`src/hdl/g6d_pkg.sv`:
```
`default_nettype none
package g6d_pkg;

  // limits and sizes
  localparam int MAX_VERTICES_DEF = 1024;
  localparam int QUEUE_DEPTH_DEF  = 4;
  localparam int VERTEX_W         = 10;
  localparam int COUNT_W          = 36;

  // character codes
  localparam logic [7:0] BIAS         = 8'd63;
  localparam logic [7:0] CHAR_SPARSE  = 8'h3A;
  localparam logic [7:0] CHAR_DIGRAPH = 8'h26;
  localparam logic [7:0] CHAR_LF      = 8'h0A;
  localparam logic [7:0] CHAR_NUL     = 8'h00;
  localparam logic [5:0] ESCAPE       = 6'd63;

  // size header progress codes
  localparam logic [3:0] HDR_BODY  = 4'd0;
  localparam logic [3:0] HDR_FIRST = 4'd15;
  localparam logic [3:0] HDR_ESC   = 4'd14;
  localparam logic [3:0] HDR_LONG  = 4'd6;
  localparam logic [3:0] HDR_SHORT = 4'd2;

  // body bit position of the first bit of a group
  localparam logic [2:0] BIT_TOP = 3'd5;

  typedef enum logic [1:0] {
    FMT_G6 = 2'd0,
    FMT_S6 = 2'd1,
    FMT_D6 = 2'd2
  } fmt_t;

  // character class decided at the front
  typedef enum logic [3:0] {
    CLS_START_G6 = 4'b0001,
    CLS_START_S6 = 4'b0010,
    CLS_START_D6 = 4'b0100,
    CLS_CONT     = 4'b1000
  } cls_t;

  typedef struct packed {
    cls_t       cls;
    logic [5:0] grp;
    logic       eol;
  } cmd_t;

  // queue head as seen by the back end
  typedef struct packed {
    logic valid;
    cmd_t cmd;
  } q2b_t;

endpackage
`default_nettype wire

```
`src/hdl/graph6_string_edge_decoder_unit.sv`:
```
// results: a header result is registered in the queue and then in the output register; a body
// edge may wait in the held result between them, until the next edge or the end of the word
// flow: the back end takes a header or control word whole and walks a body word one bit per
// cycle unless the output stalls or a held result waits; a flush step follows a word whose
// last bit and an earlier bit both give an edge; g6d_back holds this bit-serial decode step
// reset: synchronous, active low; clears the queue, decoder state and output valid
`default_nettype none
module graph6_string_edge_decoder_unit #(
  parameter int MAX_VERTICES = g6d_pkg::MAX_VERTICES_DEF,
  parameter int QUEUE_DEPTH  = g6d_pkg::QUEUE_DEPTH_DEF
) (
  input  wire logic       clk,
  input  wire logic       rst_n,
  // character words
  input  wire logic       in_valid,
  output logic            in_stall,
  input  wire logic [7:0] in_char_code,
  input  wire logic       in_starts_string,
  // edge words
  output logic            out_valid,
  input  wire logic       out_stall,
  output logic [9:0]      out_first_vertex,
  output logic [9:0]      out_second_vertex,
  output logic            out_size_error,
  output logic            out_last_of_run
);

  // front: classify start characters, bias-strip the six-bit group
  logic          q_push;
  logic          q_full;
  logic          q_pop;
  g6d_pkg::cmd_t f_cmd;
  g6d_pkg::q2b_t q_head;

  g6d_front u_front (
    .in_valid         (in_valid),
    .in_char_code     (in_char_code),
    .in_starts_string (in_starts_string),
    .q_full           (q_full),
    .in_stall         (in_stall),
    .push             (q_push),
    .cmd              (f_cmd)
  );

  // short queue so input acceptance keeps going while the back end walks body bits
  g6d_queue #(
    .DEPTH (QUEUE_DEPTH)
  ) u_queue (
    .clk      (clk),
    .rst_n    (rst_n),
    .push     (q_push),
    .push_cmd (f_cmd),
    .pop      (q_pop),
    .full     (q_full),
    .head     (q_head)
  );

  // back: header parse, bit-serial body decode, result hold and output register
  g6d_back #(
    .MAX_VERTICES (MAX_VERTICES)
  ) u_back (
    .clk               (clk),
    .rst_n             (rst_n),
    .head              (q_head),
    .pop               (q_pop),
    .out_stall         (out_stall),
    .out_valid         (out_valid),
    .out_first_vertex  (out_first_vertex),
    .out_second_vertex (out_second_vertex),
    .out_size_error    (out_size_error),
    .out_last_of_run   (out_last_of_run)
  );

endmodule
`default_nettype wire

```
`src/hdl/g6d_front.sv`:
```
`default_nettype none
module g6d_front (
  input  wire logic          in_valid,
  input  wire logic [7:0]    in_char_code,
  input  wire logic          in_starts_string,
  input  wire logic          q_full,
  output logic               in_stall,
  output logic               push,
  output g6d_pkg::cmd_t      cmd
);

  assign in_stall = q_full;
  assign push     = in_valid && !q_full;

  always_comb begin
    cmd.grp = 6'(in_char_code - g6d_pkg::BIAS);
    cmd.eol = (in_char_code == g6d_pkg::CHAR_LF) || (in_char_code == g6d_pkg::CHAR_NUL);
    if (!in_starts_string) begin
      cmd.cls = g6d_pkg::CLS_CONT;
    end else if (in_char_code == g6d_pkg::CHAR_SPARSE) begin
      cmd.cls = g6d_pkg::CLS_START_S6;
    end else if (in_char_code == g6d_pkg::CHAR_DIGRAPH) begin
      cmd.cls = g6d_pkg::CLS_START_D6;
    end else begin
      cmd.cls = g6d_pkg::CLS_START_G6;
    end
  end

endmodule
`default_nettype wire

```
`src/hdl/g6d_queue.sv`:
```
`default_nettype none
module g6d_queue #(
  parameter int DEPTH = g6d_pkg::QUEUE_DEPTH_DEF
) (
  input  wire logic          clk,
  input  wire logic          rst_n,
  input  wire logic          push,
  input  wire g6d_pkg::cmd_t push_cmd,
  input  wire logic          pop,
  output logic               full,
  output g6d_pkg::q2b_t      head
);

  localparam int AW = (DEPTH > 1) ? $clog2(DEPTH) : 1;
  localparam int CW = $clog2(DEPTH + 1);

  g6d_pkg::cmd_t mem_r [DEPTH];
  logic [AW-1:0] wr_ptr_r, wr_ptr_nxt;
  logic [AW-1:0] rd_ptr_r, rd_ptr_nxt;
  logic [CW-1:0] cnt_r, cnt_nxt;
  logic          do_pop;

  assign full       = (cnt_r == CW'(DEPTH));
  assign head.valid = (cnt_r != '0);
  assign head.cmd   = mem_r[rd_ptr_r];
  assign do_pop     = pop && head.valid;

  always_comb begin
    wr_ptr_nxt = wr_ptr_r;
    rd_ptr_nxt = rd_ptr_r;
    cnt_nxt    = cnt_r;
    if (push) begin
      wr_ptr_nxt = (wr_ptr_r == AW'(DEPTH - 1)) ? '0 : AW'(wr_ptr_r + 1'b1);
    end
    if (do_pop) begin
      rd_ptr_nxt = (rd_ptr_r == AW'(DEPTH - 1)) ? '0 : AW'(rd_ptr_r + 1'b1);
    end
    if (push && !do_pop) begin
      cnt_nxt = CW'(cnt_r + 1'b1);
    end else if (!push && do_pop) begin
      cnt_nxt = CW'(cnt_r - 1'b1);
    end
  end

  always_ff @(posedge clk) begin
    if (!rst_n) begin
      wr_ptr_r <= '0;
      rd_ptr_r <= '0;
      cnt_r    <= '0;
    end else begin
      wr_ptr_r <= wr_ptr_nxt;
      rd_ptr_r <= rd_ptr_nxt;
      cnt_r    <= cnt_nxt;
    end
  end

  always_ff @(posedge clk) begin
    if (push) begin
      mem_r[wr_ptr_r] <= push_cmd;
    end
  end

endmodule
`default_nettype wire

```
`src/hdl/g6d_back.sv`:
```
`default_nettype none
module g6d_back #(
  parameter int MAX_VERTICES = g6d_pkg::MAX_VERTICES_DEF
) (
  input  wire logic          clk,
  input  wire logic          rst_n,
  input  wire g6d_pkg::q2b_t head,
  output logic               pop,
  input  wire logic          out_stall,
  output logic               out_valid,
  output logic [9:0]         out_first_vertex,
  output logic [9:0]         out_second_vertex,
  output logic               out_size_error,
  output logic               out_last_of_run
);

  localparam int NW = $clog2(MAX_VERTICES + 1);
  localparam int IBW = $clog2(NW + 1);
  localparam int VW = g6d_pkg::VERTEX_W;
  localparam int CNTW = g6d_pkg::COUNT_W;
  localparam logic [CNTW-1:0] VC_MAX = CNTW'(MAX_VERTICES);

  // decoder state
  g6d_pkg::fmt_t   fmt_r, fmt_nxt;
  logic [3:0]      hbl_r, hbl_nxt;
  logic [CNTW-1:0] vc_r, vc_nxt;
  logic [NW-1:0]   row_r, row_nxt;
  logic [NW-1:0]   col_r, col_nxt;
  logic [IBW-1:0]  ib_r, ib_nxt;
  logic [NW-1:0]   cv_r, cv_nxt;
  logic [NW-1:0]   pi_r, pi_nxt;
  logic [IBW-1:0]  bsn_r, bsn_nxt;
  logic            inrec_r, inrec_nxt;
  logic            done_r, done_nxt;
  logic [2:0]      bit_r, bit_nxt;

  // held result and output register
  logic            pend_v_r, pend_v_nxt;
  logic            pend_f_r, pend_f_nxt;
  logic [VW-1:0]   pend_a_r, pend_a_nxt;
  logic [VW-1:0]   pend_b_r, pend_b_nxt;
  logic            pend_e_r, pend_e_nxt;
  logic            out_valid_r;
  logic [VW-1:0]   out_a_r;
  logic [VW-1:0]   out_b_r;
  logic            out_e_r;
  logic            out_l_r;

  // step signals
  logic            can_push, step_en, flush;
  logic            emit_v, emit_e, fin;
  logic [NW-1:0]   emit_a, emit_b;
  logic            hdr_go, body_go, fin_hdr, close_go;
  logic [3:0]      hdr_cnt;
  logic [CNTW-1:0] hdr_vc;
  logic [NW-1:0]   n, n_hdr, nm1, row_inc, col_inc, cv_t, pi_t;
  logic [IBW-1:0]  blen;
  logic            bit_val;
  logic            push;
  logic [VW-1:0]   push_a, push_b;
  logic            push_e, push_l;

  assign can_push = !out_valid_r || !out_stall;
  assign flush    = pend_v_r && pend_f_r && can_push;
  assign step_en  = head.valid && !(pend_v_r && pend_f_r) && can_push;
  assign pop      = step_en && fin;
  assign n        = vc_r[NW-1:0];
  assign bit_val  = head.cmd.grp[bit_r];

  // bit length of n-1 for sparse6 index records
  always_comb begin
    nm1  = NW'(n_hdr - 1'b1);
    blen = '0;
    for (int k = 0; k < NW; k++) begin
      if (nm1[k]) begin
        blen = IBW'(k + 1);
      end
    end
  end

  always_comb begin
    fmt_nxt   = fmt_r;
    hbl_nxt   = hbl_r;
    vc_nxt    = vc_r;
    row_nxt   = row_r;
    col_nxt   = col_r;
    ib_nxt    = ib_r;
    cv_nxt    = cv_r;
    pi_nxt    = pi_r;
    bsn_nxt   = bsn_r;
    inrec_nxt = inrec_r;
    done_nxt  = done_r;
    bit_nxt   = bit_r;
    emit_v    = 1'b0;
    emit_e    = 1'b0;
    emit_a    = '0;
    emit_b    = '0;
    fin       = 1'b1;
    hdr_go    = 1'b0;
    body_go   = 1'b0;
    fin_hdr   = 1'b0;
    close_go  = 1'b0;
    hdr_cnt   = hbl_r;
    hdr_vc    = vc_r;
    n_hdr     = '0;
    row_inc   = '0;
    col_inc   = '0;
    cv_t      = cv_r;
    pi_t      = pi_r;

    if (step_en) begin
      if (head.cmd.cls != g6d_pkg::CLS_CONT) begin
        // new string: clear everything
        done_nxt  = 1'b0;
        hbl_nxt   = g6d_pkg::HDR_FIRST;
        vc_nxt    = '0;
        row_nxt   = '0;
        col_nxt   = '0;
        ib_nxt    = '0;
        cv_nxt    = '0;
        pi_nxt    = '0;
        bsn_nxt   = '0;
        inrec_nxt = 1'b0;
      end
      case (head.cmd.cls)
        g6d_pkg::CLS_START_S6: begin
          fmt_nxt = g6d_pkg::FMT_S6;
        end
        g6d_pkg::CLS_START_D6: begin
          fmt_nxt = g6d_pkg::FMT_D6;
        end
        g6d_pkg::CLS_START_G6: begin
          fmt_nxt = g6d_pkg::FMT_G6;
          hdr_go  = 1'b1;
          hdr_cnt = g6d_pkg::HDR_FIRST;
          hdr_vc  = '0;
        end
        g6d_pkg::CLS_CONT: begin
          if (!done_r) begin
            if (hbl_r != g6d_pkg::HDR_BODY) begin
              hdr_go = 1'b1;
            end else if (fmt_r == g6d_pkg::FMT_S6 && head.cmd.eol) begin
              done_nxt = 1'b1;
            end else begin
              body_go = 1'b1;
            end
          end
        end
        default: ;
      endcase
    end

    // size header byte
    if (hdr_go) begin
      if (hdr_cnt == g6d_pkg::HDR_FIRST) begin
        if (head.cmd.grp != g6d_pkg::ESCAPE) begin
          vc_nxt  = CNTW'(head.cmd.grp);
          fin_hdr = 1'b1;
        end else begin
          hbl_nxt = g6d_pkg::HDR_ESC;
        end
      end else if (hdr_cnt == g6d_pkg::HDR_ESC) begin
        if (head.cmd.grp != g6d_pkg::ESCAPE) begin
          vc_nxt  = CNTW'(head.cmd.grp);
          hbl_nxt = g6d_pkg::HDR_SHORT;
        end else begin
          vc_nxt  = '0;
          hbl_nxt = g6d_pkg::HDR_LONG;
        end
      end else begin
        vc_nxt  = {hdr_vc[CNTW-7:0], head.cmd.grp};
        hbl_nxt = 4'(hdr_cnt - 1'b1);
        fin_hdr = (hbl_nxt == g6d_pkg::HDR_BODY);
      end
      if (fin_hdr) begin
        hbl_nxt = g6d_pkg::HDR_BODY;
        if (vc_nxt > VC_MAX) begin
          emit_v   = 1'b1;
          emit_e   = 1'b1;
          done_nxt = 1'b1;
        end else begin
          n_hdr = vc_nxt[NW-1:0];
          if (n_hdr == '0) begin
            done_nxt = 1'b1;
          end else begin
            row_nxt = '0;
            case (fmt_nxt)
              g6d_pkg::FMT_G6: begin
                col_nxt = NW'(1);
                if (n_hdr < NW'(2)) begin
                  done_nxt = 1'b1;
                end
              end
              g6d_pkg::FMT_D6: begin
                col_nxt = '0;
              end
              g6d_pkg::FMT_S6: begin
                col_nxt   = '0;
                ib_nxt    = blen;
                cv_nxt    = '0;
                pi_nxt    = '0;
                bsn_nxt   = '0;
                inrec_nxt = 1'b0;
              end
              default: ;
            endcase
          end
        end
      end
    end

    // one body bit per step, most significant first
    if (body_go) begin
      case (fmt_r)
        g6d_pkg::FMT_G6: begin
          if (bit_val) begin
            emit_v = 1'b1;
            emit_a = row_r;
            emit_b = col_r;
          end
          row_inc = NW'(row_r + 1'b1);
          if (row_inc >= col_r) begin
            row_nxt = '0;
            col_inc = NW'(col_r + 1'b1);
            col_nxt = col_inc;
            if (col_inc >= n) begin
              done_nxt = 1'b1;
            end
          end else begin
            row_nxt = row_inc;
          end
        end
        g6d_pkg::FMT_D6: begin
          if (bit_val) begin
            emit_v = 1'b1;
            emit_a = row_r;
            emit_b = col_r;
          end
          col_inc = NW'(col_r + 1'b1);
          if (col_inc >= n) begin
            col_nxt = '0;
            row_inc = NW'(row_r + 1'b1);
            row_nxt = row_inc;
            if (row_inc >= n) begin
              done_nxt = 1'b1;
            end
          end else begin
            col_nxt = col_inc;
          end
        end
        g6d_pkg::FMT_S6: begin
          if (!inrec_r) begin
            // b bit of a record
            if (bit_val && cv_r < n) begin
              cv_t = NW'(cv_r + 1'b1);
            end
            cv_nxt    = cv_t;
            pi_t      = '0;
            pi_nxt    = '0;
            bsn_nxt   = ib_r;
            inrec_nxt = 1'b1;
            close_go  = (ib_r == '0);
          end else begin
            pi_t     = NW'({pi_r, bit_val});
            pi_nxt   = pi_t;
            bsn_nxt  = IBW'(bsn_r - 1'b1);
            close_go = (bsn_nxt == '0);
          end
          if (close_go) begin
            inrec_nxt = 1'b0;
            if (pi_t > cv_t) begin
              cv_nxt = pi_t;
            end else if (cv_t < n) begin
              emit_v = 1'b1;
              emit_a = cv_t;
              emit_b = pi_t;
            end
          end
        end
        default: ;
      endcase
      fin = (bit_r == '0) || done_nxt;
    end

    if (step_en) begin
      bit_nxt = fin ? g6d_pkg::BIT_TOP : 3'(bit_r - 1'b1);
    end
  end

  // last-of-run tagging: hold one result until the next one or the end of the word
  always_comb begin
    pend_v_nxt = pend_v_r;
    pend_f_nxt = pend_f_r;
    pend_a_nxt = pend_a_r;
    pend_b_nxt = pend_b_r;
    pend_e_nxt = pend_e_r;
    push       = 1'b0;
    push_a     = pend_a_r;
    push_b     = pend_b_r;
    push_e     = pend_e_r;
    push_l     = 1'b1;
    if (flush) begin
      push       = 1'b1;
      pend_v_nxt = 1'b0;
      pend_f_nxt = 1'b0;
    end else if (step_en) begin
      if (emit_v && pend_v_r) begin
        push       = 1'b1;
        push_l     = 1'b0;
        pend_a_nxt = VW'(emit_a);
        pend_b_nxt = VW'(emit_b);
        pend_e_nxt = emit_e;
        pend_f_nxt = fin;
      end else if (emit_v) begin
        if (fin) begin
          push   = 1'b1;
          push_a = VW'(emit_a);
          push_b = VW'(emit_b);
          push_e = emit_e;
        end else begin
          pend_v_nxt = 1'b1;
          pend_f_nxt = 1'b0;
          pend_a_nxt = VW'(emit_a);
          pend_b_nxt = VW'(emit_b);
          pend_e_nxt = emit_e;
        end
      end else if (fin && pend_v_r) begin
        push       = 1'b1;
        pend_v_nxt = 1'b0;
      end
    end
  end

  always_ff @(posedge clk) begin
    if (!rst_n) begin
      fmt_r       <= g6d_pkg::FMT_G6;
      hbl_r       <= g6d_pkg::HDR_BODY;
      vc_r        <= '0;
      row_r       <= '0;
      col_r       <= '0;
      ib_r        <= '0;
      cv_r        <= '0;
      pi_r        <= '0;
      bsn_r       <= '0;
      inrec_r     <= 1'b0;
      done_r      <= 1'b1;
      bit_r       <= g6d_pkg::BIT_TOP;
      pend_v_r    <= 1'b0;
      pend_f_r    <= 1'b0;
      out_valid_r <= 1'b0;
    end else begin
      fmt_r       <= fmt_nxt;
      hbl_r       <= hbl_nxt;
      vc_r        <= vc_nxt;
      row_r       <= row_nxt;
      col_r       <= col_nxt;
      ib_r        <= ib_nxt;
      cv_r        <= cv_nxt;
      pi_r        <= pi_nxt;
      bsn_r       <= bsn_nxt;
      inrec_r     <= inrec_nxt;
      done_r      <= done_nxt;
      bit_r       <= bit_nxt;
      pend_v_r    <= pend_v_nxt;
      pend_f_r    <= pend_f_nxt;
      if (push) begin
        out_valid_r <= 1'b1;
      end else if (!out_stall) begin
        out_valid_r <= 1'b0;
      end
    end
  end

  always_ff @(posedge clk) begin
    pend_a_r <= pend_a_nxt;
    pend_b_r <= pend_b_nxt;
    pend_e_r <= pend_e_nxt;
    if (push) begin
      out_a_r <= push_a;
      out_b_r <= push_b;
      out_e_r <= push_e;
      out_l_r <= push_l;
    end
  end

  assign out_valid         = out_valid_r;
  assign out_first_vertex  = out_a_r;
  assign out_second_vertex = out_b_r;
  assign out_size_error    = out_e_r;
  assign out_last_of_run   = out_l_r;

endmodule
`default_nettype wire

```
`config.mk`:
```
export PLATFORM = sky130hd
export DESIGN_NAME = graph6_string_edge_decoder_unit
export DESIGN_NICKNAME = d
export VERILOG_FILES = /design/src/hdl/g6d_pkg.sv /design/src/hdl/graph6_string_edge_decoder_unit.sv /design/src/hdl/g6d_front.sv /design/src/hdl/g6d_queue.sv /design/src/hdl/g6d_back.sv
export SDC_FILE = /design/constraint.sdc
export NUM_CORES = 1
export LEC_CHECK = 0
export BUFFER_PORTS_ARGS = -buffer_cell sky130_fd_sc_hd__buf_2
export CORE_MARGIN = 3
export CORE_UTILIZATION = 45
export CTS_BUF_LIST = sky130_fd_sc_hd__clkbuf_4 sky130_fd_sc_hd__clkbuf_8
export DETAILED_ROUTE_END_ITERATION = 8
export PLACE_DENSITY_LB_ADDON = 0.1
export SLEW_MARGIN = 20
export SYNTH_ARGS = -nofsm -noshare
export SYNTH_HDL_FRONTEND = slang
export SYNTH_SLANG_ARGS = --single-unit
export TNS_END_PERCENT = 10
```
`constraint.sdc`:
```
create_clock -name clk -period 6.1 [get_ports clk]
set_input_delay 0 -clock clk [delete_from_list [all_inputs] [get_ports clk]]
set_output_delay 0 -clock clk [all_outputs]
set_load 0.005 [all_outputs]
```
# Word level (Yosys, flattened, before mapping)
# Memory sizes are Yosys's and may differ from the RTL's. A register that Yosys moved wholly into a read port is not among the register bits.
# Index checks and enable logic that the tools add are counted.
# totals
out_inout_bits,24
wordCells,337
ram_bits,44
register_bits,152
in_bits,13
mem_count,1
# op_classes
n_lt_le_gt_ge,9
add_sub_neg,12
n_reduce_logical,42
n_bitwise,4
n_mux,223
n_eq_ne,21
# mem_list
memory,words,width,read_ports,rd_clocked_by_memory_dff,write_ports,line,source
u_queue.mem_r,4,11,1,1,1,g6d_queue.sv:17,g6d_pkg::cmd_t mem_r [DEPTH];
# ops
op,n
$mux W11,49
$mux W10,26
$mux W36,7
$mux W4,32
$mux W1,80
$pmux W11 S2,3
$mux W30,2
$pmux W10 S2,2
$gt A36 B11 Y1 const B,1
$add A11 B1 Y11 const B,3
$ge A11 B11 Y1,3
$mux W3,9
$lt A11 B11 Y1,2
$eq A8 B6 Y1 const B,2
$mux W2,7
$logic_and A1 B1 Y1,13
$eq A4 B4 Y1 const B,3
$logic_not A4 Y1,3
$gt A11 B11 Y1,1
$logic_not A11 Y1,1
$lt A11 B2 Y1 const B,1
$sub A11 B1 Y11 const B,1
$eq A2 B2 Y1 const B,4
$eq A8 B4 Y1 const B,1
31 further kinds,55

# Logic depth before layout (Yosys ltp)
# Gate-level depths: netlist (run 1).
# depth
depth_word,30
mapped_depth,26
depth_no_buf,22

# Cells and area by module
# Synthesis (run 1) repeated with hierarchy kept, for this count alone.
# unflattened
hier_cells,1287
area_unflattened_um2,12101.6
# modules_own_cells
module,area_each_um2,cells_each,instances
g6d_back,9853.2,1156,1
g6d_queue,2062.0,103,1
g6d_front,186.4,28,1

# Worst setup path after synthesis (run 1)
# Ideal clock, no wire load.
# synth_timing
path_type,reg-to-reg
startpoint,register with a tool-made name
endpoint,"register u_back.out_a_r[0] (netlist: u_back.out_first_vertex[0]), enable pin"
stages_incl_launch_ff,23
arrival_ns,5.443
setup_slack_ns,0.253
n_path_buf,2
required_time_ns,5.696
path_cell_list,dfxtp_1 buf_6 mux4_2 mux4_2 nand2_1 o31a_1 inv_1 o211a_1 mux2_2 mux2i_1 ha_1 nor2b_1 o21a_1 o21a_1 o21bai_1 a21o_1 a31oi_1 nor3_1 a31oi_1 clkbuf_1 o21ai_0 a31oi_1 o21ai_1
# synth_rtl
item,line,source
"end signal, assigned",g6d_back.sv:379,out_a_r <= push_a;
"end, declared",g6d_back.sv:44,logic [VW-1:0] out_a_r;

==> metrics.md, run 1 <==
| Metric | Value |
|---|---|
| Antenna violations before repair | `0` |
| Post-Route Setup TNS | `0 ns` |
| Final Critical Period | `~5.7 ns` |
| Max-Cap Viols | `0` |
| Estimated wirelength of the detail-placed design | `25300 um` |
| Number of H-tree branching levels | `4` |
| Final-report setup violation count | `0` |
| Worst R2R Path Depth | `20` |
| Number of instances in the synthesized netlist | `1302` |
| Required time worst endpoint | `6.34 ns` |
| Count of cells along the worst hold path | `3` |
| Highest Clock Rate | `~180 MHz` |
| Worst slew pin tran | `a little under 1 ns` |
| Part of the Yosys area used for sequential elements | `39.6%` |
| Mean post-synth cell area | `around 9.3 um2` |
| Nets@finish | `approximately 1400` |
| Worst-path maximum fanout | `20` |
| Placeable core region | `~26000 um2` |
| Syn_nets | `1400` |
| Clock tree from TritonCTS | `built` |
| EDFF count, synth | `between 80 and 90` |
| Site Rows | `between 50 and 60` |
| Remaining design rule violation count | `0` |
| Fraction of registers with async set or reset after synthesis | `0%` |
| Height of the die | `170 um` |
| Number of global-route vias before repair | `between 9000 and 10000` |
| Largest area contributor in the netlist | `sky130_fd_sc_hd__edfxtp_1` |
| Category of the worst setup path capture point | `flip-flop` |
| Horizontal extent of the die | `170 um` |
| Setup clock skew after layout | `approximately 0.025 ns` |
| Max-slew headroom at the worst pin | `between 30% and 40%` |
| Final critical-path share of the clock period | `around 93%` |
| Clk Latency, worst-skew pair | `0.51 ns` |
| Wire length of the first global-routing pass | `around 54000 um` |
| Data arrival, critical path | `a little under 6 ns` |
| Static power due to leakage | `between 5 and 6 nW` |
| Post-synthesis instance area | `between 10000 and 15000 um2` |
| Worst Hold Path EP | `u_queue.mem_r[2][7]` |
| Worst min path class | `input pin to flip-flop` |
| Routed via count | `10100` |
| Global routing met2 resource utilization | `38.2%` |
| DR WL/cell | `20.1 um` |
| Share of the synthesized area in the top cell type | `between 20% and 30%` |
| Reg-to-reg endpoint | `u_back.out_second_vertex[8]` |
| Met3 usage in global routing | `3.25%` |
| Largest vdd supply drop | `approximately 0.15 mV` |
| Number of vias per cell | `around 6.0` |
| Most used flip-flop cell after synthesis | `sky130_fd_sc_hd__dfxtp_1` |
| Starting Density | `between 40% and 50%` |
| Antenna Diode Count | `0` |
| Count of buffers inserted at the top-level ports | `36` |
| Area of the die | `29000 um2` |
| Total wire length after detailed routing | `~34000 um` |
| Maximum clock insertion buffer count | `2` |
| Crit Path Class | `flip-flop to flip-flop` |
| Synth-to-Final Area Change | `10.1%` |
| Met1 Use GR | `around 33%` |
| Cell variety after synth | `83` |
| Worst min-delay path startpoint | `in_char_code[6]` |
| Max-slew violations | `0` |
| Final Hold Viols | `0` |
| Top-Level Pins | `37` |
| Remaining number of nets flagged by the antenna check after routing | `0` |
| Instance count after placement with tap cells included | `1643` |
| Worst-case register-to-register setup slack | `0.41 ns` |
| DRC violation total after the first TritonRoute iteration | `between 800 and 900` |
| Non-filler cells in the finished layout | `1689` |
| Power per Cell Area | `297 nW/um2` |
| Placer congestion estimate | `0.945` |
| Maximum number of pins on one net before global-route repair | `74` |
| Fraction of layout instances using a drive strength above 1 | `about 11%` |
| RSZ-0062 raised after global routing | `no` |
| Clk pin slew, worst setup/hold paths | `~0.13 ns` |
| First drt pass iteration count | `5` |
| Total global routing track utilization | `about a quarter` |
| Global route hottest layer | `met2` |
| #FFs+latches synth | `197` |
| Category of the worst setup path launch point | `flip-flop` |
| Cell types occupying the most area after synthesis | `sky130_fd_sc_hd__edfxtp_1 21%, sky130_fd_sc_hd__dfxtp_1 18%, sky130_fd_sc_hd__ha_1 8.6%` |
| Overflow left after global routing | `0` |
| Outcome | `completed` |
| Total clock sinks | `approximately 200` |
| Total CTS buffers | `17` |
| Library cell used as clock root buffer | `sky130_fd_sc_hd__clkbuf_8` |
| Number of warnings printed during yosys synthesis | `0` |
[sequential cells by signal (all words and copies together) (netlist names), 11 cells and up, named ones only]
register       count
u_queue.mem_r     44
u_back.vc_r       36
u_back.col_r      11
u_back.cv_r       11
u_back.row_r      11
[worst max-delay path, cell delays in order (launching register included)]
cell and delay [ns]:
sky130_fd_sc_hd__dfxtp_2 0.49, sky130_fd_sc_hd__mux4_2 0.59, sky130_fd_sc_hd__mux4_2 0.51, sky130_fd_sc_hd__nand2_1 0.09
sky130_fd_sc_hd__o31a_1 0.17, sky130_fd_sc_hd__inv_1 0.09, sky130_fd_sc_hd__o211a_1 0.22, sky130_fd_sc_hd__mux2_2 0.34
sky130_fd_sc_hd__mux2i_1 0.26, sky130_fd_sc_hd__ha_1 0.30, sky130_fd_sc_hd__nor2b_1 0.13, sky130_fd_sc_hd__o21a_1 0.16
sky130_fd_sc_hd__o21a_1 0.16, sky130_fd_sc_hd__o21bai_1 0.11, sky130_fd_sc_hd__a21o_1 0.12, sky130_fd_sc_hd__a31oi_1 0.16
sky130_fd_sc_hd__nor4_1 0.46, sky130_fd_sc_hd__o31ai_1 0.21, sky130_fd_sc_hd__a211oi_4 0.32, sky130_fd_sc_hd__buf_12 0.20
sky130_fd_sc_hd__mux2_1 0.34
[logic make-up after synthesis]
logic type	count (synthesis)	share of synthesized area (%)
multiplexers	44	5.08
XOR/XNOR	57	4.17
AND/OR/NAND/NOR	410	17.0
adder cells (fa/ha/maj)	85	8.80
flip-flops	197	39.6
buffers and inverters	151	4.98
AO/OA/AOI/OAI	358	20.4
[worst max path at each step]
stage / from / slack [ns] / cells past startpoint / to
global placement: flip-flop / 0.33 / 22 / u_back.ib_r[3]
detailed placement: flip-flop / 0.29 / 20 / u_back.out_second_vertex[8]
floorplan: flip-flop / 0.25 / 22 / u_back.out_first_vertex[0]
CTS: flip-flop / 0.24 / 20 / u_back.out_second_vertex[8]
finish: flip-flop / 0.41 / 20 / u_back.out_second_vertex[8]
global route: flip-flop / 0.006 / 21 / u_back.out_second_vertex[1]
[synthesized netlist by cell type (18+ instances only)]
cell type	number
sky130_fd_sc_hd__inv_1	77
sky130_fd_sc_hd__dfxtp_1	110
sky130_fd_sc_hd__xor2_1	20
sky130_fd_sc_hd__clkbuf_1	56
sky130_fd_sc_hd__a31oi_1	30
sky130_fd_sc_hd__nand3_1	48
sky130_fd_sc_hd__a22oi_1	34
sky130_fd_sc_hd__nor2_1	104
sky130_fd_sc_hd__and2_1	21
sky130_fd_sc_hd__nand2_1	93
sky130_fd_sc_hd__ha_1	84
sky130_fd_sc_hd__o21ai_0	45
sky130_fd_sc_hd__and3_1	18
sky130_fd_sc_hd__a211oi_1	25
sky130_fd_sc_hd__mux2_1	20
sky130_fd_sc_hd__edfxtp_1	87
sky130_fd_sc_hd__a21o_1	23
sky130_fd_sc_hd__xnor2_1	36
sky130_fd_sc_hd__nor3_1	28
sky130_fd_sc_hd__a21oi_1	87
[report_power, final]
part / internal [mW] / leakage (nW) / switching [mW]
Clock: 0.327 / 0.207 / 0.563
Combinational: 0.540 / 3.14 / 1.00
Sequential: 1.45 / 1.69 / 0.0880
Total: 2.32 / 5.03 / 1.65
[layer usage]
metal	share of wire [%]	wire [um]
met1	47	15900
met2	46	15800
met3	4.7	1580
met4	2.3	791
met5	0	0
[cell usage in the layout (no fill, tap or decap), drive strengths merged, types with 37 or more instances in the layout]
| cell | instances |
|---|---|
| a21oi | 88 |
| buf | 77 |
| dfxtp | 110 |
| edfxtp | 87 |
| ha | 84 |
| inv | 86 |
| nand2 | 93 |
| nand3 | 49 |
| nor2 | 104 |
| o21ai | 54 |
| xnor2 | 37 |
[through the flow]
stage,area (um2),hold WS [ns],worst slack [ns],power (mW),utilization (%)
finish,13400,0.161,0.407,3.97,51.0
global route,13400,0.167,0.00624,4.22,51.0
CTS,13400,0.100,0.244,3.99,50.9
detailed placement,12800,0.362,0.292,3.08,48.8
global placement,12800,0.358,0.328,3.08,48.8
floorplan,12200,0.184,0.253,2.67,-
[timing repair]
action	4_1_cts	5_1_grt
setup buffers	0	0
hold buffers	14	0
gates resized for setup	0	2
setup endpoints to repair	0	67
hold endpoints to repair	57	0
[area by class of cell]
class | count | area (um2)
fillers | 2460 | 12900
multi-input cells | 954 | 6780
flip-flops and latches | 197 | 4820
repair buffers | 91 | 653
well taps | 335 | 419
inverters | 80 | 300
clock buffers | 18 | 248
clock inverters | 14 | 174
Power figures use the tool's default switching activity.
==> inputs of run 2 (changes only) <==
- REMOVE_ABC_BUFFERS: not set -> 1
==> metrics.md, run 2 (synthesized netlist as in run 1, its figures left out) <==
| Metric | Value |
|---|---|
| Total wire length after detailed routing | `between 30000 and 40000 um` |
| Max-slew headroom at the worst pin | `32.3%` |
| Total clock sinks | `roughly 200` |
| Post-Route Setup TNS | `0 ns` |
| Final critical-path share of the clock period | `between 90% and 100%` |
| Remaining number of nets flagged by the antenna check after routing | `0` |
| Crit-path max cell delay | `0.59 ns` |
| Horizontal extent of the die | `between 150 and 200 um` |
| Overflow left after global routing | `0` |
| Wire length of the first global-routing pass | `between 50000 and 60000 um` |
| Crit Path Class | `flip-flop to flip-flop` |
| Height of the die | `170 um` |
| Layout Utilization | `51.1%` |
| Maximum number of pins on one net before global-route repair | `47` |
| Synth-to-Final Area Change | `10.4%` |
| Hold WS | `roughly 0.038 ns` |
| Register with the most flip-flops | `u_queue.mem_r` |
| Worst min path class | `input pin to flip-flop` |
| Nets@finish | `approximately 1400` |
| Largest vdd supply drop | `between 0.15 and 0.2 mV` |
| Category of the worst setup path launch point | `flip-flop` |
| Category of the worst setup path capture point | `flip-flop` |
| Power per Cell Area | `around 300 nW/um2` |
| Area of the multi-input gates | `around 6800 um2` |
| Final Hold Viols | `0` |
| Antenna Diode Count | `0` |
| Fraction of layout instances using a drive strength above 1 | `~11%` |
| Number of vias per cell | `between 5 and 6` |
| Routed via count | `roughly 10000` |
| Placeable core region | `26300 um2` |
| Non-filler cells in the finished layout | `~1700` |
| Data arrival, critical path | `6.00 ns` |
| Pwr Total | `around 4 mW` |
| Total CTS buffers | `17` |
| DR WL/cell | `19.8 um` |
| Site Rows | `59` |
| Placer congestion estimate | `around 0.86` |
| Largest registers in the final layout | `u_queue.mem_r x44, u_back.vc_r x36` |
| Top-Level Pins | `37` |
| Max-slew violations | `0` |
| Worst min-delay path startpoint | `in_valid` |
| Max-Cap Viols | `0` |
| Family with the most delay on the worst path | `multiplexers` |
| First drt pass iteration count | `5` |
| Clock tree from TritonCTS | `built` |
| Critical Path, Cell by Cell | `mux4_2 -> mux4_2 -> nand2_1 -> o31a_1 -> inv_1 -> o211a_1 -> nand3_1 -> nor3b_1 -> xnor2_1 -> inv_1 -> ha_1 -> nand3_1 -> nor3_1 -> a221oi_1 -> o21ai_0 -> nor4_1 -> mux2_2 -> o31ai_1 -> a211oi_2 -> buf_12 -> mux2_1` |
| Area taken by flip-flops and latches | `4820 um2` |
| Required time worst endpoint | `between 6 and 7 ns` |
| Final-report setup violation count | `0` |
| Critical-path cell with the highest stage delay | `sky130_fd_sc_hd__mux4_2` |
| Number of buffers and inverters on the critical path | `3` |
| Outcome | `completed` |
| Setup clock skew after layout | `between 0.015 and 0.02 ns` |
| Final Critical Period | `~5.7 ns` |
| RSZ-0062 raised after global routing | `no` |
| Worst-path maximum fanout | `20` |
| Number of H-tree branching levels | `4` |
| Highest Clock Rate | `roughly 170 MHz` |
| DRC violation total after the first TritonRoute iteration | `~750` |
| Instance count after placement with tap cells included | `1644` |
| Worst slew pin tran | `between 0.9 and 1 ns` |
| Most common cell after layout, fill and taps aside | `sky130_fd_sc_hd__dfxtp_1` |
| Total global routing track utilization | `23.5%` |
| Area of the die | `a little under 30000 um2` |
| Maximum clock insertion buffer count | `2` |
| Library cell used as clock root buffer | `sky130_fd_sc_hd__clkbuf_8` |
| Estimated wirelength of the detail-placed design | `between 20000 and 25000 um` |
| Remaining design rule violation count | `0` |
| Starting Density | `46.3%` |
| Top library cells by usage in the layout, fill and taps aside | `109 x sky130_fd_sc_hd__dfxtp_1, 104 x sky130_fd_sc_hd__nor2_1, 93 x sky130_fd_sc_hd__nand2_1, 87 x sky130_fd_sc_hd__a21oi_1, 87 x sky130_fd_sc_hd__edfxtp_1` |
| Static power due to leakage | `about 5.1 nW` |
| Antenna violations before repair | `0` |
| Total of fill cells in the finished design | `between 2000 and 2500` |
| Count of buffers inserted at the top-level ports | `36` |
| Clk pin slew, worst setup/hold paths | `between 0.1 and 0.15 ns` |
| Number of global-route vias before repair | `around 9800` |
| Number of flip-flops in the largest register | `44` |
| Clk Latency, worst-skew pair | `approximately 0.5 ns` |
==> run 2: cell count changes in the layout (fill, tap and decap cells not counted), sizes merged <==
cell	previous run	this run
clkbuf	18	17
clkinv	7	8
inv	86	87
buf	77	80
dlygate4sd3	14	13
clkinvlp	1	0
==> run 2: area by class of cell <==
cell class,instances,area share [%]
Clock buffer,17,1.74
Sequential cell,197,35.9
Timing Repair Buffer,93,4.96
Tap cell,335,3.12
Clock inverter,15,1.73
Multi-Input combinational cell,954,50.3
Inverter,80,2.24
==> run 2: routing by layer <==
metal,part of all wire (%),wire length [um],global-route usage [%]
met1,46,15400,32.3
met5,0,0,0
met3,3.9,1310,2.60
met4,2.8,928,7.80
met2,47,15900,39.0
==> run 2: power breakdown <==
part           internal [mW]  switching (mW)  leakage, nW
sequential              1.45          0.0809         1.69
clock                  0.343           0.628        0.228
combinational          0.557            1.01         3.15
==> run 2: path summary, 6_finish.rpt <==
path / endpoint / slack (ns) / depth (start not counted)
max: u_back.out_first_vertex[8] / 0.35 / 21
min: u_queue.wr_ptr_r[1] / 0.04 / 4
max reg2reg: u_back.out_first_vertex[8] / 0.35 / 21
min reg2reg: u_back.pend_f_r / 0.49 / 2
==> run 2: metrics by stage <==
step                area [um2]  setup WS, ns
floorplan                11900       -0.0895
global placement         12800         0.389
detailed placement       12800         0.267
CTS                      13400         0.206
global route             13400       0.00736
finish                   13400         0.352
==> run 2: worst register-to-register path, delay by kind of cell (launching register included) <==
kind,cells,cell delay [ns]
xor+xnor,1,0.46
flops,1,0.44
simple gates,6,0.81
compound gates,6,1.40
fa+ha+maj,1,0.30
buf+inv,3,0.41
mux,4,1.68
==> run 2: timing repair <==
item | in CTS | in global routing
resized for setup | 0 | 1
hold buffers | 13 | 0
setup endpoints to repair | 0 | 67
setup buffers | 0 | 2
hold endpoints to repair | 52 | 0
